==> src/hdg_pkg.sv <==
`timescale 1ns / 1ps
// ----------------------------------------------------------------------------
// hdg_pkg
// Shared types and constants of the compass heading pipeline.
// ----------------------------------------------------------------------------
package hdg_pkg;

  localparam int SAMPLE_W      = 16;
  localparam int HEADING_W     = 17;
  localparam int DIFF_W        = 17;
  localparam int ANGLE_FRAC    = 16;
  localparam int PRESCALE_BITS = 24;
  localparam int DW            = DIFF_W + PRESCALE_BITS + 3;
  localparam int ZW            = 26;
  localparam int TABLE_LEN     = 24;
  localparam int HALF_TURN_DEG = 180;
  localparam int RIGHT_ANGLE   = 90;
  localparam int CFG_IDX_W     = 2;

  localparam logic signed [ZW-1:0] Z_QUARTER = ZW'(RIGHT_ANGLE * (2 ** ANGLE_FRAC));

  typedef enum logic [CFG_IDX_W-1:0] {
    REG_MIN_X = 2'd0,
    REG_MAX_X = 2'd1,
    REG_MIN_Y = 2'd2,
    REG_MAX_Y = 2'd3
  } hdg_reg_t;

  typedef struct packed {
    logic signed [SAMPLE_W-1:0] min_x;
    logic signed [SAMPLE_W-1:0] max_x;
    logic signed [SAMPLE_W-1:0] min_y;
    logic signed [SAMPLE_W-1:0] max_y;
  } hdg_cal_t;

  typedef struct packed {
    logic                 zero;
    logic signed [ZW-1:0] z;
    logic signed [DW-1:0] x;
    logic signed [DW-1:0] y;
  } hdg_vec_t;

  function automatic logic signed [ZW-1:0] atan_entry(input int idx);
    logic signed [ZW-1:0] val;
    case (idx)
      0:       val = ZW'(2949120);
      1:       val = ZW'(1740967);
      2:       val = ZW'(919879);
      3:       val = ZW'(466945);
      4:       val = ZW'(234379);
      5:       val = ZW'(117304);
      6:       val = ZW'(58666);
      7:       val = ZW'(29335);
      8:       val = ZW'(14668);
      9:       val = ZW'(7334);
      10:      val = ZW'(3667);
      11:      val = ZW'(1833);
      12:      val = ZW'(917);
      13:      val = ZW'(458);
      14:      val = ZW'(229);
      15:      val = ZW'(115);
      16:      val = ZW'(57);
      17:      val = ZW'(29);
      18:      val = ZW'(14);
      19:      val = ZW'(7);
      20:      val = ZW'(4);
      21:      val = ZW'(2);
      22:      val = ZW'(1);
      default: val = '0;
    endcase
    return val;
  endfunction

endpackage

==> src/hdg_if.sv <==


interface hdg_out_if;
  logic                                  valid;
  logic                                  ready;
  logic signed [hdg_pkg::HEADING_W-1:0] heading_deg;

  modport source (output valid, output heading_deg, input ready);
  modport sink   (input valid, input heading_deg, output ready);
endinterface

==> src/hdg_post.sv <==
`timescale 1ns / 1ps
// ----------------------------------------------------------------------------
// hdg_post
// Rounds the angle to the output precision, clamps it to a half turn, gives
// zero for a zero vector and holds the result in the output register.
// ----------------------------------------------------------------------------
module hdg_post #(
  parameter int FRACTION_BITS = 8
) (
  input  logic              clk,
  input  logic              rst,
  input  logic              valid_i,
  output logic              ready_o,
  input  hdg_pkg::hdg_vec_t vec_i,
  hdg_out_if.source         out_word
);

  localparam int ZW    = hdg_pkg::ZW;
  localparam int SHIFT = hdg_pkg::ANGLE_FRAC - FRACTION_BITS;
  localparam logic signed [ZW-1:0] HALF = ZW'(2 ** (SHIFT - 1));
  localparam logic signed [ZW-1:0] LIM  = ZW'(hdg_pkg::HALF_TURN_DEG * (2 ** FRACTION_BITS));

  logic signed [ZW-1:0]                 rounded, t, clamped;
  logic signed [hdg_pkg::HEADING_W-1:0] heading_next;
  logic                                 valid;

  always_comb begin
    rounded = vec_i.z + HALF;
    t       = rounded >>> SHIFT;
    if (t > LIM) begin
      clamped = LIM;
    end else if (t < -LIM) begin
      clamped = -LIM;
    end else begin
      clamped = t;
    end
    heading_next = vec_i.zero ? '0 : clamped[hdg_pkg::HEADING_W-1:0];
  end

  assign ready_o        = !valid || out_word.ready;
  assign out_word.valid = valid;

  always_ff @(posedge clk) begin
    if (rst) begin
      valid <= 1'b0;
    end else if (ready_o) begin
      valid <= valid_i;
    end
  end

  always_ff @(posedge clk) begin
    if (ready_o && valid_i) begin
      out_word.heading_deg <= heading_next;
    end
  end

endmodule

==> src/flat_wrapper.sv <==
// flat-port wrapper written by rule: the top's interface ports become plain ports
module hdg_post_flat 
#(
  parameter int FRACTION_BITS = 8
)
  (clk, rst, valid_i, ready_o, vec_i, out_word_valid, out_word_heading_deg, out_word_ready);
  hdg_out_if out_word_i ();
  input  logic clk;
  input  logic rst;
  input  logic valid_i;
  output logic ready_o;
  input  hdg_pkg::hdg_vec_t vec_i;
  output wire logic [$bits(out_word_i.valid)-1:0] out_word_valid;
  output wire logic [$bits(out_word_i.heading_deg)-1:0] out_word_heading_deg;
  input wire logic [$bits(out_word_i.ready)-1:0] out_word_ready;
  assign out_word_valid = out_word_i.valid;
  assign out_word_heading_deg = out_word_i.heading_deg;
  assign out_word_i.ready = out_word_ready;
  hdg_post #(.FRACTION_BITS(FRACTION_BITS)) u_core (.clk(clk), .rst(rst), .valid_i(valid_i), .ready_o(ready_o), .vec_i(vec_i), .out_word(out_word_i));
endmodule
==> config.mk <==
export PLATFORM = sky130hd
export DESIGN_NAME = hdg_post_flat
export DESIGN_NICKNAME = d
export VERILOG_FILES = /design/src/hdg_pkg.sv /design/src/hdg_if.sv /design/src/hdg_post.sv /design/src/flat_wrapper.sv
export SDC_FILE = /design/constraint.sdc
export NUM_CORES = 1
export LEC_CHECK = 0
export ABC_AREA = 1
export BUFFER_PORTS_ARGS = -buffer_cell sky130_fd_sc_hd__buf_2
export CAP_MARGIN = 20
export CORE_UTILIZATION = 36
export CTS_BUF_LIST = sky130_fd_sc_hd__clkbuf_8 sky130_fd_sc_hd__clkbuf_16
export DETAILED_ROUTE_END_ITERATION = 8
export GPL_TIMING_DRIVEN = 0
export PLACE_DENSITY = 0.86
export RECOVER_POWER = 50
export SYNTH_ARGS = -nofsm -noshare
export SYNTH_HDL_FRONTEND = slang
export SYNTH_SLANG_ARGS = --single-unit
export TNS_END_PERCENT = 100
==> constraint.sdc <==
create_clock -name clk -period 2.4 [get_ports clk]
set_input_delay 0.24 -clock clk [delete_from_list [all_inputs] [get_ports clk]]
set_output_delay 0.24 -clock clk [all_outputs]
set_load 0.1 [all_outputs]
* Word level (Yosys, flattened, before mapping)
Cells that the tools add are included.
** Word-level totals
- Bits of input ports :: 119
- Register bits :: 18
** Operators by class
- Magnitude comparators :: 2
- Reduce and logical (&&, ||, !) cells :: 5
- $add $sub $neg :: 1
- Mux-type cells :: 2
** Operators with widths (number)
- $add 26x9->26 const B :: 1
- $gt 18x17->1 const B :: 1
- $lt 18x17->1 const B :: 1
- $mux 17 :: 1
- $mux 16 :: 1
- $reduce_or 3->1 :: 1
- $reduce_or 2->1 :: 1
- $logic_and 1x1->1 :: 1
- $logic_not 1->1 :: 1
- $logic_or 1x1->1 :: 1

* Depth between registers and ports, before layout
- Word-level depth :: 4
- Mapped depth :: 15

* Worst setup path after synthesis
OpenSTA, ideal clock, no wires.
- Path type :: reg-to-reg
- From :: register u_core.valid (netlist: u_core.out_word.valid)
- To :: register u_core.valid (netlist: u_core.out_word.valid)
- Clock period less this slack :: 2.156 ns
- Setup slack :: 0.244 ns
- Buffers on the path :: 0
- Data required time :: 2.317 ns
- Library setup time :: 0.083 ns
- Stages on the path, launching flop included :: 3
- Arrival time :: 2.073 ns
- Cells stage by stage :: dfxtp_1 nand2_1 a21oi_1
** On the way
- Word-level cells in the longest chain between the ends :: 2
** Ends and longest elaborated chain
- from (decl) :: line hdg_post.sv:25 : logic valid;
- from (signal assigned) :: line hdg_post.sv:47 : valid <= valid_i;
- $logic_not 1->1 :: line hdg_post.sv:40 : assign ready_o = !valid || out_word.ready;
- $logic_or 1x1->1 :: line hdg_post.sv:40
- net ready_o :: line flat_wrapper.sv:11 : output logic ready_o;
The timed path passes the listed nets, and every way through them passes these cells.
A chain may end at the register's enable or synchronous reset.

* Worst setup path in the final report
- From :: input vec_i[95] in the netlist's numbering
- To :: register u_core.out_word.heading_deg[4], data pin
** On the way
- Word-level cells in the longest chain between the ends :: 3
- Elaborated cells on any way between the ends :: 4
** Ends and longest elaborated chain
- from (decl) :: line flat_wrapper.sv:12 : input hdg_pkg::hdg_vec_t vec_i;
- $add 26x9->26 * :: line hdg_post.sv:28 : rounded = vec_i.z + HALF;
- $lt 18x17->1 or $gt 18x17->1 (tied branches) :: line hdg_post.sv:32, hdg_post.sv:30
- $reduce_or 3->1 (no source line)
- to (signal assigned) :: line hdg_post.sv:53 : out_word.heading_deg <= heading_next;
- to (decl) :: line hdg_if.sv:8 : modport source (output valid, output heading_deg, input ready);
Every way passes the cells marked *; elsewhere a longest branch is shown, timed or not.

==> flow_metrics.tcl <==
set metrics [dict create \
    status "completed" \
    die_x_um 64.3 \
    syn_nets 325 \
    io_buffers 42 \
    cts_buffers 3 \
    clkTransAtPathRegs_ps 60 \
    worstMarginPinSlew_ps 1170 \
    yosysWarnings 0 \
    cts.path.max_buffers 2 \
    viasPerCell 4.57 \
    start_util_pct 37.9 \
    slew_violations 0 \
    num_antenna_cells 0 \
    ys_ff_latch 18 \
    grt_pass1_wl_um 4840 \
    final_antenna_net_count 0 \
    placed_area_um2 1680 \
    antenna_found_initial 0 \
    via_count 1371 \
    reg2reg_depth 2 \
    leakagePower_nw 0.797 \
    die-area_um2 4140 \
    grt_max_degree 11 \
    fin_crit_ps 1910 \
    drtIter0Drc 54 \
    yosysUniqueCellTypes 19 \
    mostFrequentLayoutCell "nand2_1" \
    synthCells 205 \
    rsz0062_at_grt "false" \
    cts_setup_buffers 0 \
    maxClockFrequency_mhz 523 \
    startpoint_type "input pin" \
    syn_area_per_cell_um2 6.82 \
    synth_area_um2 1400 \
    cp-end-kind "register" \
    cts_hold_buf 0 \
    grt_pass1_vias 1183 \
    setup-violations-final 0 \
    cts_tree "done" \
    hold_depth 2 \
    arrival_ps 2020 \
    seq_area_frac_synth_pct 37.9 \
    cellPowerDensity_nw_per_um2 541 \
    hold-worst-slack_ps 142 \
    io_pins 138 \
    finClkSkew_ps 2.19 \
    die_h_um 64.3 \
    nets 373 \
    fin_crit_sh_pct 79.7 \
    dp.cells 296 \
    instances_no_fill 300 \
    wire_per_inst_um 9.62 \
    drc 0 \
    wl_um 2890 \
    drive_gt1_share_pct 18.3 \
    hold_class "input pin to register" \
    core-area_um2 3690 \
    finalInstanceArea_um2 1710 \
    final_cell_mix "63 x nand2_1, 37 x nor2_1, 31 x inv_1" \
    setup_tns_ps 0 \
    rows 22 \
    ir_worst_vdd_v 0.000192 \
    clk_latency_ps 250 \
    slew_headroom_pct 22.1 \
    track_usage_pct 14.7 \
    clkSinkCount 18 \
    drtPass1Iterations 4 \
    place_congestion 0.847 \
    grt.overflow.total 0 \
    critPathKind "input pin to register" \
    area_delta_synth_final_pct 22.4 \
    critical_path.max_fanout 10 \
    cp.required_ps 2500 \
    hold_viol 0 \
    dp.final_hpwl_um 2410 \
    finish.utilization_pct 46.4 \
    drv_cap 0 \
    htree_levels 1 \
    clk_root_buffer_cell "clkbuf_8" \
    cts_resized 0 \
]
==> cell type report <==
type                    count  area (um^2)
flip-flops and latches     18          531
repair buffers             43          198
inverters                  31          116
fillers                   396         1980
multi-input cells         156          752
clock buffers               4         55.1
well taps                  48         60.1
==> worst max-delay path: stages <==
cell,delay [ps]
buf_2,100
ha_1,250
inv_1,110
nor2_4,160
nand2_2,100
nor2_2,110
nand2_1,50
nand2_1,70
nand2_2,80
nor2_2,110
nand2_1,70
inv_1,50
nand3_1,80
nand2_2,140
nand3_4,140
nor2_1,130
==> metrics by stage <==
| stage | total power, mW | setup WS (ps) |
|---|---|---|
| after floorplan | 0.633 | 244 |
| after global placement | 0.697 | 285 |
| after detailed placement | 0.702 | 216 |
| after CTS | 0.938 | 467 |
| after global routing | 0.968 | 259 |
| final | 0.926 | 487 |
==> per-layer routing <==
metal,vias to the layer above,GRT usage (%),wire [um]
met4,0,7.50,46
met3,4,0.536,166
met2,46,23.0,1180
li1,750,-,-
met1,571,20.4,1490
met5,-,0,0
==> synth_stat cells, drive strengths merged <==
cell type  count  share of area (%)
nand4          6                2.7
xor2           2                1.3
nand3         20                8.8
nor2          44                 14
nor3           1               0.36
nand2         70                 20
ha             1               0.89
o21ai          2               0.98
inv           31                8.3
a21oi          6                2.1
dfxtp          1                1.4
o21bai         4                2.1
edfxtp        17                 36
==> where the power goes <==
| part | switching, mW | leakage (nW) | internal, mW |
|---|---|---|---|
| Clock | 0.0900 | 0.0288 | 0.145 |
| Sequential | 0.00521 | 0.178 | 0.369 |
| Combinational | 0.260 | 0.590 | 0.0564 |
==> logic make-up after synthesis <==
| logic type | share of synthesized area, % |
|---|---|
| DFF | 37.9 |
| buffers and inverters | 8.32 |
| and+or+nand+nor | 46.3 |
| xor gates and xnor gates | 1.25 |
| adders and majority gates | 0.894 |
| AOI/OAI and AO/OA | 5.28 |
==> registers in the layout (all words and copies together), names as in the netlist <==
name / flops
u_core.out_word.heading_deg: 17
u_core.out_word.valid: 1
==> path summary, 6_finish.rpt <==
check | startpoint | to | slack (ps)
max | vec_i[95] | u_core.out_word.heading_deg[4] | 490
max reg2reg | u_core.out_word.valid | u_core.out_word.heading_deg[15] | 910
min reg2reg | u_core.out_word.valid | u_core.out_word.valid | 500
min | rst | u_core.out_word.valid | 140
Note: power is estimated with default switching activity, not from simulation.
