`config.mk`:
```
export PLATFORM = sky130hd
export DESIGN_NAME = hdg_prep_flat
export DESIGN_NICKNAME = d
export VERILOG_FILES = /design/src/hdg_pkg.sv /design/src/hdg_if.sv /design/src/hdg_prep.sv /design/src/flat_wrapper.sv
export SDC_FILE = /design/constraint.sdc
export NUM_CORES = 1
export LEC_CHECK = 0
export BUFFER_PORTS_ARGS = -buffer_cell sky130_fd_sc_hd__buf_2
export CAP_MARGIN = 20
export CORE_MARGIN = 3
export CORE_UTILIZATION = 40
export CTS_BUF_LIST = sky130_fd_sc_hd__clkbuf_4 sky130_fd_sc_hd__clkbuf_8
export DETAILED_ROUTE_END_ITERATION = 16
export PLACE_DENSITY_LB_ADDON = 0.05
export SLEW_MARGIN = 40
export SYNTH_ARGS = -nofsm -noshare
export SYNTH_HDL_FRONTEND = slang
export SYNTH_SLANG_ARGS = --single-unit
```
`constraint.sdc`:
```
create_clock -name clk -period 13.3 [get_ports clk]
set_input_delay 2.66 -clock clk [delete_from_list [all_inputs] [get_ports clk]]
set_output_delay 2.66 -clock clk [all_outputs]
set_load 0.01 [all_outputs]
```
`src/hdg_pkg.sv`:
```
`timescale 1ns / 1ps
// ----------------------------------------------------------------------------
// hdg_pkg
// Shared types and constants of the compass heading pipeline.
// ----------------------------------------------------------------------------
package hdg_pkg;

  localparam int SAMPLE_W      = 16;
  localparam int HEADING_W     = 17;
  localparam int DIFF_W        = 17;
  localparam int ANGLE_FRAC    = 16;
  localparam int PRESCALE_BITS = 24;
  localparam int DW            = DIFF_W + PRESCALE_BITS + 3;
  localparam int ZW            = 26;
  localparam int TABLE_LEN     = 24;
  localparam int HALF_TURN_DEG = 180;
  localparam int RIGHT_ANGLE   = 90;
  localparam int CFG_IDX_W     = 2;

  localparam logic signed [ZW-1:0] Z_QUARTER = ZW'(RIGHT_ANGLE * (2 ** ANGLE_FRAC));

  typedef enum logic [CFG_IDX_W-1:0] {
    REG_MIN_X = 2'd0,
    REG_MAX_X = 2'd1,
    REG_MIN_Y = 2'd2,
    REG_MAX_Y = 2'd3
  } hdg_reg_t;

  typedef struct packed {
    logic signed [SAMPLE_W-1:0] min_x;
    logic signed [SAMPLE_W-1:0] max_x;
    logic signed [SAMPLE_W-1:0] min_y;
    logic signed [SAMPLE_W-1:0] max_y;
  } hdg_cal_t;

  typedef struct packed {
    logic                 zero;
    logic signed [ZW-1:0] z;
    logic signed [DW-1:0] x;
    logic signed [DW-1:0] y;
  } hdg_vec_t;

  function automatic logic signed [ZW-1:0] atan_entry(input int idx);
    logic signed [ZW-1:0] val;
    case (idx)
      0:       val = ZW'(2949120);
      1:       val = ZW'(1740967);
      2:       val = ZW'(919879);
      3:       val = ZW'(466945);
      4:       val = ZW'(234379);
      5:       val = ZW'(117304);
      6:       val = ZW'(58666);
      7:       val = ZW'(29335);
      8:       val = ZW'(14668);
      9:       val = ZW'(7334);
      10:      val = ZW'(3667);
      11:      val = ZW'(1833);
      12:      val = ZW'(917);
      13:      val = ZW'(458);
      14:      val = ZW'(229);
      15:      val = ZW'(115);
      16:      val = ZW'(57);
      17:      val = ZW'(29);
      18:      val = ZW'(14);
      19:      val = ZW'(7);
      20:      val = ZW'(4);
      21:      val = ZW'(2);
      22:      val = ZW'(1);
      default: val = '0;
    endcase
    return val;
  endfunction

endpackage

```
`src/hdg_if.sv`:
```
`timescale 1ns / 1ps
// ----------------------------------------------------------------------------
// hdg_in_if / hdg_out_if
// Valid/ready channels for sample words and heading words.
// ----------------------------------------------------------------------------
interface hdg_in_if;
  logic                                 valid;
  logic                                 ready;
  logic signed [hdg_pkg::SAMPLE_W-1:0] sample_x;
  logic signed [hdg_pkg::SAMPLE_W-1:0] sample_y;

  modport source (output valid, output sample_x, output sample_y, input ready);
  modport sink   (input valid, input sample_x, input sample_y, output ready);
endinterface


```
`src/hdg_prep.sv`:
```
`timescale 1ns / 1ps
// ----------------------------------------------------------------------------
// hdg_prep
// Removes the hard-iron center and pre-rotates the vector into the right
// half-plane, then scales it up for the rotation cells.
// ----------------------------------------------------------------------------
module hdg_prep (
  input  logic               clk,
  input  logic               rst,
  input  hdg_pkg::hdg_cal_t  cal,
  hdg_in_if.sink             in_word,
  output logic               valid_o,
  input  logic               ready_i,
  output hdg_pkg::hdg_vec_t  vec_o
);

  localparam int DW = hdg_pkg::DW;
  localparam int FW = hdg_pkg::DIFF_W;

  logic signed [FW-1:0] sum_x, sum_y, half_x, half_y, cen_x, cen_y, dx, dy;
  logic signed [DW-1:0] dxw, dyw, xw, yw;
  hdg_pkg::hdg_vec_t    vec_next;
  logic                 valid;

  always_comb begin
    sum_x  = FW'(cal.max_x) + FW'(cal.min_x);
    sum_y  = FW'(cal.max_y) + FW'(cal.min_y);
    half_x = sum_x + FW'({1'b0, sum_x[FW-1]});
    half_y = sum_y + FW'({1'b0, sum_y[FW-1]});
    cen_x  = half_x >>> 1;
    cen_y  = half_y >>> 1;
    dx     = FW'(in_word.sample_x) - cen_x;
    dy     = FW'(in_word.sample_y) - cen_y;
    dxw    = DW'(dx);
    dyw    = DW'(dy);
    vec_next.zero = (dx == '0) && (dy == '0);
    if (dx[FW-1]) begin
      if (!dy[FW-1]) begin
        xw         = dyw;
        yw         = -dxw;
        vec_next.z = hdg_pkg::Z_QUARTER;
      end else begin
        xw         = -dyw;
        yw         = dxw;
        vec_next.z = -hdg_pkg::Z_QUARTER;
      end
    end else begin
      xw         = dxw;
      yw         = dyw;
      vec_next.z = '0;
    end
    vec_next.x = xw <<< hdg_pkg::PRESCALE_BITS;
    vec_next.y = yw <<< hdg_pkg::PRESCALE_BITS;
  end

  assign in_word.ready = !valid || ready_i;
  assign valid_o       = valid;

  always_ff @(posedge clk) begin
    if (rst) begin
      valid <= 1'b0;
    end else if (in_word.ready) begin
      valid <= in_word.valid;
    end
  end

  always_ff @(posedge clk) begin
    if (in_word.ready && in_word.valid) begin
      vec_o <= vec_next;
    end
  end

endmodule

```
`src/flat_wrapper.sv`:
```
// flat-port wrapper written by rule: the top's interface ports become plain ports
module hdg_prep_flat 
  (clk, rst, cal, valid_o, ready_i, vec_o, in_word_valid, in_word_sample_x, in_word_sample_y, in_word_ready);
  hdg_in_if in_word_i ();
  input  logic clk;
  input  logic rst;
  input  hdg_pkg::hdg_cal_t cal;
  output logic valid_o;
  input  logic ready_i;
  output hdg_pkg::hdg_vec_t vec_o;
  input wire logic [$bits(in_word_i.valid)-1:0] in_word_valid;
  input wire logic [$bits(in_word_i.sample_x)-1:0] in_word_sample_x;
  input wire logic [$bits(in_word_i.sample_y)-1:0] in_word_sample_y;
  output wire logic [$bits(in_word_i.ready)-1:0] in_word_ready;
  assign in_word_i.valid = in_word_valid;
  assign in_word_i.sample_x = in_word_sample_x;
  assign in_word_i.sample_y = in_word_sample_y;
  assign in_word_ready = in_word_i.ready;
  hdg_prep u_core (.clk(clk), .rst(rst), .cal(cal), .in_word(in_word_i), .valid_o(valid_o), .ready_i(ready_i), .vec_o(vec_o));
endmodule
```
### Word-level counts from Yosys, hierarchy flattened

Cells that the tools add are included.

| word-level totals | value |
|---|---|
| bits in registers | 68 |
| output and inout bits | 117 |

| operators by class | value |
|---|---|
| add/subtract/negate cells | 8 |
| mux-type cells | 5 |
| reduce and logical (&&, ||, !) cells | 7 |

Operator list:

| cell | number |
|---|---|
| 20-bit two-way mux | 2 |
| 17-bit negator with 20-bit output | 2 |
| 16-bit by 16-bit adder with 17-bit output | 2 |
| 17-bit by 1-bit adder with 17-bit output | 2 |
| 17-bit zero test | 2 |
| 16-bit by 16-bit subtractor with 17-bit output | 2 |
| 16-bit two-way mux | 2 |
| 26-bit two-way mux | 1 |
| 1-bit logical AND | 2 |
| 2-bit AND reduction | 1 |
| 1-bit zero test | 1 |
| 1-bit logical OR | 1 |

### Depth between registers and ports, before layout

Gate-level depths: netlist of the first run.

| logic depth | value |
|---|---|
| word-level depth | 6 |
| depth in mapped cells | 28 |

### Least setup slack after synthesis of the first run

Ideal clock, no wire load.

| timing path | value |
|---|---|
| kind | input to register |
| start point | in cal[0] (netlist bit) |
| end point | reg u_core.vec_o[84] (netlist name) |
| arrival time | 7.360 ns |
| data required time | 13.045 ns |
| path slack | 5.685 ns |
| stages on the path | 27 |
| path buffers | 0 |
| path through | ha_1 > inv_1 > fa_1 > nor2b_1 > o31a_1 > a211oi_1 > o41ai_1 > a21oi_1 > nand2_1 > inv_1 > ha_1 > nand2_1 > nor2_1 > and2_1 > nand2_1 > xor2_1 > ha_1 > nand3_1 > a2111oi_1 > o41a_1 > nor2_1 > xnor2_2 > nor4b_4 > nand4_1 > nor3_1 > ha_1 > and3_1 |

| between the ends | value |
|---|---|
| word-level cells in the longest chain between the ends | 4 |
| elaborated cells between the ends (all ways) | 5 |
| those cells by class | add/sub (4); reduce/logical (1) |

RTL lines:

| item | RTL line | source |
|---|---|---|
| start: declaration | flat_wrapper.sv:7 | `input hdg_pkg::hdg_cal_t cal;` |
| 16-bit by 16-bit adder with 17-bit output * | hdg_prep.sv:27 | `sum_y = FW'(cal.max_y) + FW'(cal.min_y);` |
| 17-bit by 1-bit adder with 17-bit output * | hdg_prep.sv:29 | `half_y = sum_y + FW'({1'b0, sum_y[FW-1]});` |
| 16-bit by 16-bit subtractor with 17-bit output * | hdg_prep.sv:33 | `dy = FW'(in_word.sample_y) - cen_y;` |
| 17-bit negator with 20-bit output or 2-bit AND reduction (tied branches) | - |  |

Mark *: on every way between the ends. The rest lies on a longest branch, timed or not.
A chain may end at the register's enable or synchronous reset.

### Worst setup path after layout of the first run

| timing path | value |
|---|---|
| start point | in cal[0] (netlist bit) |
| end point | reg u_core.vec_o[84] (netlist name) |

| between the ends | value |
|---|---|
| word-level cells in the longest chain between the ends | 4 |
| elaborated cells between the ends (all ways) | 5 |
| those cells by class | add/sub (4); reduce/logical (1) |

RTL lines:

| item | RTL line |
|---|---|
| 16-bit by 16-bit adder with 17-bit output * | hdg_prep.sv:27 |
| 17-bit by 1-bit adder with 17-bit output * | hdg_prep.sv:29 |
| 16-bit by 16-bit subtractor with 17-bit output * | hdg_prep.sv:33 |
| 17-bit negator with 20-bit output or 2-bit AND reduction (tied branches) | - |

Marks and branches as above.

==> results of run 1 <==
==> cell usage in the layout, fill, tap and decap left out, drive strengths merged, types with 13 or more instances in the layout <==
cell type	Yosys	final
xnor2	57	57
nor2	53	53
conb	1	68
a21oi	60	60
o21ai	57	57
a21o	16	16
inv	33	34
ha	70	70
a211oi	13	13
nand3	18	18
nor3	23	23
nand2	63	63
buf	79	154
nor2b	13	13
xor2	50	50
edfxtp	44	44
==> worst min-delay path: stages, from the launching register on <==
cell and delay, ns:
dfxtp_1 0.32, nand2b_1 0.11, a21oi_1 0.08
==> stage by stage <==
step                      total power (W)  instances    util  instance area [µm²]
after floorplan                 0.0007734        869       -                 6950
after global placement          0.0009522       1153  0.4593                 7402
after detailed placement        0.0009466       1153  0.4594                 7403
after CTS                        0.001036       1161  0.4650                 7493
after global routing             0.001123       1161  0.4654                 7500
final                            0.001033       1161  0.4654                 7500
==> power by group through the flow <==
stage / Combinational, W / Sequential [W] / Clock, W
2_1_floorplan: 0.000517 / 0.000256 / 0
3_3_place_gp: 0.000718 / 0.000234 / 0
3_5_place_dp: 0.000712 / 0.000235 / 0
4_1_cts: 0.000716 / 0.000231 / 0.0000891
5_1_grt: 0.000796 / 0.000235 / 0.0000932
6_report: 0.000716 / 0.000230 / 0.0000863
==> cell families (layout without fill, tap and decap cells) <==
logic type	after synthesis	count (layout)	synth area share
other cells	1	68	0.0005598
buf+inv	119	195	0.1078
fa+ha+maj	74	74	0.1427
flops	45	45	0.2002
compound gates	213	213	0.2068
xor+xnor	107	107	0.1433
simple gates	233	233	0.1832
mux	10	10	0.01550
==> state kept, by name (all words and copies together), names as in the netlist <==
| name | flops |
|---|---|
| u_core.valid_o | 1 |
| u_core.vec_o | 44 |
==> metal layers <==
layer,vias to the layer above,part of all wire
met1,2607,0.49
met3,15,0.055
li1,3055,-
met5,-,0.00077
met4,2,0.014
met2,187,0.44
==> layout make-up <==
| class | instances | area, µm² | share of cell area |
|---|---|---|---|
| Inverter | 33 | 123.9 | 0.01652 |
| Timing Repair Buffer | 154 | 778.2 | 0.1038 |
| Sequential cell | 45 | 1341 | 0.1788 |
| Multi-Input combinational cell | 705 | 4896 | 0.6528 |
| Clock inverter | 3 | 21.27 | 0.002836 |
| Clock buffer | 5 | 68.82 | 0.009176 |
| Tap cell | 216 | 270.3 | 0.03604 |
==> worst paths after layout <==
kind	end	cells past startpoint	startpoint
max	u_core.vec_o[84]	28	cal[0]
min	u_core.valid_o	2	u_core.valid_o
max reg2reg	u_core.vec_o[24]	2	u_core.valid_o
min reg2reg	u_core.valid_o	2	u_core.valid_o
==> impl_metrics.py, run 1 <==
metrics = {
    "timing": {
        "max_clock_freq_ghz": 0.1212,
        "tns_ns": 0,
        "finalWorstSetupSlack_ns": 5.046,
        "worst_pin_slew_ns": 0.7878,
        "rsz0062_at_grt": "false",
        "skew_ns": 0.009792,
        "layout_min_cycle_time_ns": 8.254,
        "finalSetupViolCount": 0,
        "finalHoldViolations": 0,
        "max_slew_margin": 0.4708,
        "slew_viol_final": 0,
        "period_share": 0.6206,
        "hold_ws_ns": 0.5372,
    },
    "clocking": {
        "htreeDepth": 2,
        "clock-sinks": 45,
        "insertion_delay_ns": 0.30,
        "cts-buffers-inserted": 5,
        "clockBufferDepth": 2,
        "cts_tree": "yes",
        "ctsHoldBuffers": 0,
        "postCtsSetupBuffers": 0,
        "cts_resized": 0,
        "cts.clk_slew.worst_paths_ns": 0.09,
        "ctsRootBufferMaster": "clkbuf_8",
    },
    "final_layout": {
        "final_nets": 1118,
        "area_growth_pct": 11.95,
        "fillers": 1644,
        "diodes": 0,
        "layout-drive-gt1-share": 0.2106,
    },
    "synthesis": {
        "yosysMostFrequentCell": "buf_4",
        "synth_area_leaders": "edfxtp_1 20%, ha_1 13%, buf_4 8.0%, xnor2_1 7.2%, xor2_1 6.4%",
        "synth_ff_type": "edfxtp_1",
        "yosys.area.top_type": "edfxtp_1",
        "yosysUniqueCellTypes": 82,
        "seq_area_frac_synth": 0.2002,
        "synth_cells": 802,
        "ys_seq_elements": 45,
        "synth_commonest_cells": "71 x buf_4, 70 x ha_1, 63 x nand2_1, 58 x a21oi_1, 55 x xnor2_1",
        "postSynthAreaPerCell_um2": 8.353,
        "synth_top_area_share": 0.1972,
        "synth_edf_count": 44,
        "async_reset_ff_frac": 0,
        "synth_area_um2": 6699,
        "yosysWarnings": 0,
    },
    "status": {
        "outcome": "completed",
    },
    "floorplan": {
        "die_w_um": 135.4,
        "row_count": 46,
        "io_pins": 217,
        "start_util": 0.4157,
        "coreArea_um2": 16120,
        "die_area_um2": 18340,
        "dieHeight_um": 135.4,
    },
    "global_route": {
        "grt_max_degree": 45,
        "grt.overflow.total": 0,
        "busiest_layer": "met2",
        "grt_pass1_vias": 5382,
        "met1_usage": 0.2553,
        "met3_usage": 0.02006,
        "grt.met2_usage": 0.2901,
        "grt_antenna_before_repair": 1,
        "grt_pass1_wl_mm": 26.85,
        "grtUsageTotal": 0.1772,
    },
    "critical_path": {
        "worst_setup_path_start_kind": "primary input",
        "crit_path_max_incr_delay_ns": 0.52,
        "cpMostUsedCell": "ha_1",
        "critPathBufInv": 3,
        "worst_ep_arrival_time_ns": 8.32,
        "worstPathMaxFanout": 7,
        "rrSetupSlack_ns": 11.97,
        "cp-end-kind": "register",
        "path_delay_family": "simple AND/OR/NAND/NOR gates",
        "cp_data_required_time_ns": 13.37,
        "cp_slowest_cell": "a2111oi_1",
        "critical_path_class": "in2reg",
    },
    "power": {
        "leakage_nw": 3.378,
        "p_clk_frac": 0.084,
        "irDropWorstVdd_mv": 0.06322,
        "p_seq_frac": 0.223,
        "p_sw_frac": 0.4834,
        "p_sw_w": 0.0004992,
        "p_int_w": 0.0005334,
        "p_per_area_nw_per_um2": 137.7,
        "p_comb_frac": 0.694,
    },
    "place": {
        "post-dp-hpwl_mm": 14.45,
        "place_congestion": 0.9001,
        "io_buffers": 151,
        "dp_slack_ns": 4.853,
    },
    "min_path": {
        "hold_class": "reg2reg",
    },
    "flow_run": {
        "drv_cap": 0,
    },
    "routing": {
        "antenna_left": 0,
        "drt_iter0_drc": 316,
        "viasPerCell": 5.053,
        "routedWlPerCell_um": 14.59,
        "wl_mm": 16.94,
        "firstDrtPassIters": 5,
        "vias": 5866,
        "route.detailed.drc": 0,
    },
}
No activity file was read; power rests on OpenSTA's default activity.
==> inputs of run 2 (changes only) <==
--- a/config.mk
+++ b/config.mk
@@ -5,6 +5,7 @@
 export SDC_FILE = /design/constraint.sdc
 export NUM_CORES = 1
 export LEC_CHECK = 0
+export ABC_AREA = 1
 export BUFFER_PORTS_ARGS = -buffer_cell sky130_fd_sc_hd__buf_2
 export CAP_MARGIN = 20
 export CORE_MARGIN = 3
==> constraint.sdc (replaced) <==
create_clock -name clk -period 8.6 [get_ports clk]
set_input_delay 1.72 -clock clk [delete_from_list [all_inputs] [get_ports clk]]
set_output_delay 1.72 -clock clk [all_outputs]
set_load 0.01 [all_outputs]
==> impl_metrics.py, run 2 <==
metrics = {
    "status": {
        "outcome": "completed",
    },
    "clocking": {
        "cts_resized": 0,
        "ctsHoldBuffers": 0,
        "clockBufferDepth": 2,
        "htreeDepth": 2,
        "ctsRootBufferMaster": "clkbuf_8",
        "insertion_delay_ns": 0.30,
        "cts_tree": "yes",
        "cts.clk_slew.worst_paths_ns": 0.08,
        "postCtsSetupBuffers": 0,
        "cts-buffers-inserted": 5,
        "clock-sinks": 45,
    },
    "timing": {
        "slew_viol_final": 0,
        "skew_ns": 0.007520,
        "tns_ns": 0,
        "period_share": 0.7765,
        "rsz0062_at_grt": "false",
        "layout_min_cycle_time_ns": 6.678,
        "worst_pin_slew_ns": 0.6201,
        "finalSetupViolCount": 0,
        "finalHoldViolations": 0,
        "max_slew_margin": 0.5851,
        "max_clock_freq_ghz": 0.1497,
    },
    "critical_path": {
        "cpMostUsedCell": "nand2_1",
        "worst-path-stages": 39,
        "reg2reg_to": "u_core.vec_o[77]",
        "rrSetupSlack_ns": 7.19,
        "worstPathMaxFanout": 29,
        "worst_ep_arrival_time_ns": 6.74,
        "critPathLaunch": "cal[0]",
        "cp_data_required_time_ns": 8.66,
        "cp-end-kind": "register",
        "crit_path_max_incr_delay_ns": 0.47,
        "cp_slowest_cell": "nand2_2",
        "reg2reg_depth": 2,
        "worst_setup_path_start_kind": "primary input",
        "critPathBufInv": 7,
        "crit_end": "u_core.vec_o[84]",
        "path_delay_family": "simple AND/OR/NAND/NOR gates",
        "critical_path_class": "in2reg",
        "r2r_start": "u_core.valid_o",
    },
    "floorplan": {
        "start_util": 0.4111,
        "die_area_um2": 21060,
        "dieHeight_um": 145.1,
        "die_w_um": 145.1,
        "row_count": 50,
        "io_pins": 217,
        "coreArea_um2": 18830,
    },
    "synthesis": {
        "postSynthAreaPerCell_um2": 6.086,
        "synth_edf_count": 44,
        "async_reset_ff_frac": 0,
        "synth_commonest_cells": "440 x nand2_1, 183 x inv_1, 117 x nand3_1, 104 x nor2_1, 75 x buf_4",
        "seq_area_frac_synth": 0.1733,
        "synth_area_leaders": "nand2_1 21%, edfxtp_1 17%, ha_1 11%, inv_1 8.9%, nand3_1 7.6%",
        "synth_ff_type": "edfxtp_1",
        "ys_seq_elements": 45,
        "synth_top_area_share": 0.2134,
        "yosysWarnings": 0,
        "yosysUniqueCellTypes": 40,
        "yosysMostFrequentCell": "nand2_1",
        "yosys.area.top_type": "nand2_1",
        "synth_cells": 1272,
        "synth_area_um2": 7741,
    },
    "power": {
        "irDropWorstVdd_mv": 0.06973,
        "p_comb_frac": 0.693,
        "leakage_nw": 4.907,
        "p_clk_frac": 0.098,
        "p_int_w": 0.0007991,
        "p_sw_w": 0.0008259,
        "p_per_area_nw_per_um2": 189.3,
        "p_sw_frac": 0.5082,
        "p_seq_frac": 0.209,
    },
    "routing": {
        "drt_iter0_drc": 303,
        "viasPerCell": 4.588,
        "vias": 7708,
        "routedWlPerCell_um": 11.88,
        "firstDrtPassIters": 7,
        "route.detailed.drc": 0,
        "antenna_left": 0,
        "wl_mm": 19.95,
    },
    "global_route": {
        "grtUsageTotal": 0.1862,
        "grt_pass1_vias": 7249,
        "grt.overflow.total": 0,
        "grt_antenna_before_repair": 4,
        "grt_max_degree": 41,
        "grt_pass1_wl_mm": 33.55,
    },
    "final_layout": {
        "area_growth_pct": 10.91,
        "largest_reg_flops": 44,
        "final_nets": 1591,
        "layout_common_cells": "440 x nand2_1, 183 x inv_1, 151 x buf_2, 117 x nand3_1, 104 x nor2_1",
        "layout-drive-gt1-share": 0.1382,
        "top_register": "u_core.vec_o",
        "final_common_cell": "nand2_1",
        "fillers": 2076,
        "layout.cells.non_filler": 1680,
    },
    "place": {
        "dpl.cell_count": 1670,
        "io_buffers": 151,
        "place_congestion": 0.8982,
        "post-dp-hpwl_mm": 17.56,
    },
    "flow_run": {
        "drv_cap": 0,
    },
    "min_path": {
        "hold_class": "reg2reg",
    },
}
## run 2: power by group through the flow
| stage | Sequential [W] | Combinational [W] | Clock (W) |
|---|---|---|---|
| 2_1_floorplan | 0.000379 | 0.000839 | 0 |
| 3_3_place_gp | 0.000346 | 0.00112 | 0 |
| 3_5_place_dp | 0.000346 | 0.00112 | 0 |
| 4_1_cts | 0.000341 | 0.00113 | 0.000163 |
| 5_1_grt | 0.000347 | 0.00129 | 0.000170 |
| 6_report | 0.000340 | 0.00113 | 0.000159 |
## run 2: cell type report
| class | instances | area [µm²] | share of cell area |
|---|---|---|---|
| antenna | 2 | 5.005 | 0.0005829 |
| timing repair buffer | 153 | 770.7 | 0.08977 |
| clock buffer | 6 | 76.32 | 0.008890 |
| tap | 260 | 325.3 | 0.03789 |
| clock inverter | 2 | 35.03 | 0.004080 |
| inverter | 187 | 701.9 | 0.08175 |
| sequential | 45 | 1341 | 0.1562 |
| multi-input combinational | 1025 | 5330 | 0.6208 |
## run 2: worst min-delay path: stages (launching register included)
cell	delay, ns
dfxtp_1	0.35
nand2_1	0.09
a21oi_1	0.06
## run 2: logic make-up (layout without fill, tap and decap cells)
logic type      count (synthesis)  after routing  share of synthesized area
compound gates                102            102                    0.06902
xor+xnor                       47             47                    0.05899
fa+ha+maj                      74             74                     0.1235
buf+inv                       269            348                     0.1721
flops                          45             45                     0.1733
other cells                     1             70                  0.0004844
simple gates                  734            734                     0.4026
## run 2: worst min-delay path by stage
stage,depth (start not counted),end,start
final,2,u_core.valid_o,u_core.valid_o
after global routing,2,u_core.valid_o,u_core.valid_o
after CTS,2,u_core.valid_o,u_core.valid_o
after detailed placement,2,u_core.valid_o,u_core.valid_o
after global placement,2,u_core.valid_o,u_core.valid_o
after floorplan,2,u_core.valid_o,u_core.valid_o
## run 2: metrics by stage
stage,worst slack [ns],hold WS [ns],power [W],utilization,cell area [µm²]
final,1.922,0.5307,0.001625,0.4559,8586
after CTS,1.879,0.5336,0.001634,0.4557,8581
after global routing,1.143,0.5640,0.001810,0.4558,8583
after detailed placement,1.552,0.5216,0.001470,0.4498,8469
after floorplan,2.537,0.5770,0.001218,-,7993
after global placement,1.690,0.5208,0.001467,0.4498,8469
## run 2: routing by layer
metal  vias up  GRT usage  routed length (µm)
li1       4214          -                   -
met5         -          0                  41
met2       212     0.3300                9124
met1      3247     0.2421                9304
met3        29    0.02311                1132
met4         6    0.04321                 351
==> inputs of run 3 (changes only) <==
--- a/config.mk
+++ b/config.mk
@@ -5,7 +5,7 @@
 export SDC_FILE = /design/constraint.sdc
 export NUM_CORES = 1
 export LEC_CHECK = 0
-export ABC_AREA = 1
+export ABC_AREA = 0
 export BUFFER_PORTS_ARGS = -buffer_cell sky130_fd_sc_hd__buf_2
 export CAP_MARGIN = 20
 export CORE_MARGIN = 3
==> constraint.sdc (replaced) <==
create_clock -name clk -period 6.9 [get_ports clk]
set_input_delay 1.38 -clock clk [delete_from_list [all_inputs] [get_ports clk]]
set_output_delay 1.38 -clock clk [all_outputs]
set_load 0.01 [all_outputs]
==> impl_metrics.py, run 3 (synthesis gave the netlist of run 1 again) <==
metrics = {
    "final_layout": {
        "final_util": 0.4877,
        "final_common_cell": "buf_2",
        "fillers": 1659,
        "layout_common_cells": "151 x buf_2, 69 x ha_1, 68 x conb_1, 63 x nand2_1, 58 x a21oi_1",
        "diodes": 0,
        "area_growth_pct": 17.33,
        "final_nets": 1160,
        "top_register": "u_core.vec_o",
        "layout-drive-gt1-share": 0.2462,
        "largest_reg_flops": 44,
    },
    "routing": {
        "viasPerCell": 4.978,
        "route.detailed.drc": 0,
        "routedWlPerCell_um": 14.45,
        "drt_iter0_drc": 272,
        "antenna_left": 0,
        "vias": 5988,
        "wl_mm": 17.38,
        "firstDrtPassIters": 5,
    },
    "critical_path": {
        "crit_path_max_incr_delay_ns": 0.41,
        "cp-end-kind": "register",
        "worst_ep_arrival_time_ns": 6.43,
        "critPathLaunch": "cal[0]",
        "cp_slowest_cell": "ha_2",
        "worst_setup_path_start_kind": "primary input",
        "cp_data_required_time_ns": 6.95,
        "r2r_start": "u_core.valid_o",
        "reg2reg_depth": 2,
        "worstPathMaxFanout": 7,
        "critical_path_class": "in2reg",
    },
    "min_path": {
        "hold_path_startpoint": "u_core.valid_o",
        "min_path_cells": 2,
        "hold_class": "reg2reg",
    },
    "clocking": {
        "cts-buffers-inserted": 5,
        "insertion_delay_ns": 0.30,
        "ctsHoldBuffers": 0,
        "cts.clk_slew.worst_paths_ns": 0.08,
        "ctsRootBufferMaster": "clkbuf_8",
        "htreeDepth": 2,
        "clockBufferDepth": 2,
        "clock-sinks": 45,
        "cts_tree": "yes",
    },
    "status": {
        "outcome": "completed",
    },
    "timing": {
        "skew_ns": 0.004351,
        "max_slew_margin": 0.5915,
        "finalWorstSetupSlack_ns": 0.5200,
        "max_clock_freq_ghz": 0.1567,
        "worst_pin_slew_ns": 0.6084,
        "finalHoldViolations": 0,
        "slew_viol_final": 0,
        "finalSetupViolCount": 0,
        "layout_min_cycle_time_ns": 6.380,
        "period_share": 0.9246,
    },
    "floorplan": {
        "die_w_um": 135.4,
        "die_area_um2": 18340,
        "io_pins": 217,
        "coreArea_um2": 16120,
        "row_count": 46,
        "dieHeight_um": 135.4,
        "start_util": 0.4157,
    },
    "global_route": {
        "grt_max_degree": 45,
        "grt_pass1_vias": 5456,
        "grt_pass1_wl_mm": 27.34,
        "grt_antenna_before_repair": 0,
        "grt.overflow.total": 0,
        "grtUsageTotal": 0.1827,
    },
    "power": {
        "leakage_nw": 3.594,
        "p_per_area_nw_per_um2": 273.7,
        "p_total_w": 0.002151,
        "irDropWorstVdd_mv": 0.1262,
    },
    "place": {
        "io_buffers": 151,
        "post-dp-hpwl_mm": 15.00,
        "place_congestion": 0.8850,
        "dp_slack_ns": 0.1671,
    },
    "flow_run": {
        "drv_cap": 0,
    },
}
==> run 3: path summary, 6_finish.rpt <==
kind                           end  slack [ns]
setup / recovery  u_core.vec_o[84]        0.52
hold reg to reg     u_core.valid_o        0.53
setup reg to reg  u_core.vec_o[75]        5.59
hold / removal      u_core.valid_o        0.53
==> run 3: worst max-delay path: cells and delay by family <==
kind / cells / cell delay (ns)
adder cells (fa/ha/maj): 5 / 1.26
buffers and inverters: 4 / 0.39
XOR/XNOR: 2 / 0.36
AND/OR/NAND/NOR: 12 / 1.75
AO/OA/AOI/OAI: 6 / 1.29
==> run 3: timing repair <==
| item | CTS | global route |
|---|---|---|
| resized for setup | 0 | 5 |
| buffers inserted | 0 | 0 |
| endpoints found under the setup margin | 0 | 6 |
==> run 3: per-layer routing <==
layer | global-route usage | wire, µm | part of all wire
met1 | 0.2619 | 8381 | 0.48
met3 | 0.01857 | 959 | 0.055
met2 | 0.3064 | 7887 | 0.45
met4 | 0.02408 | 151 | 0.0087
met5 | 0 | 0 | 0
==> run 3: cell type report <==
class / instances / area [µm²] / area share
tap: 216 / 270.3 / 0.03438
sequential: 45 / 1341 / 0.1706
clock buffer: 6 / 76.32 / 0.009710
clock inverter: 2 / 33.78 / 0.004298
timing repair buffer: 196 / 1094 / 0.1391
multi-input combinational: 705 / 4921 / 0.6261
inverter: 33 / 123.9 / 0.01576
==> run 3: report_power, final <==
part	internal, W	total (W)	switching, W	leakage, nW
combinational	0.000637	0.00151	0.000874	3.10
clock	0.000111	0.000197	0.0000858	0.0563
sequential	0.000423	0.000444	0.0000203	0.437
==> run 3: per-stage QoR <==
stage | cells | instance area [µm²] | hold WS [ns] | TNS, ns
after floorplan | 869 | 6950 | 0.5930 | 0
after global placement | 1195 | 7717 | 0.4980 | 0
after detailed placement | 1195 | 7719 | 0.5186 | 0
after CTS | 1203 | 7829 | 0.5294 | 0
after global routing | 1203 | 7860 | 0.5662 | -0.02532
final | 1203 | 7860 | 0.5262 | 0
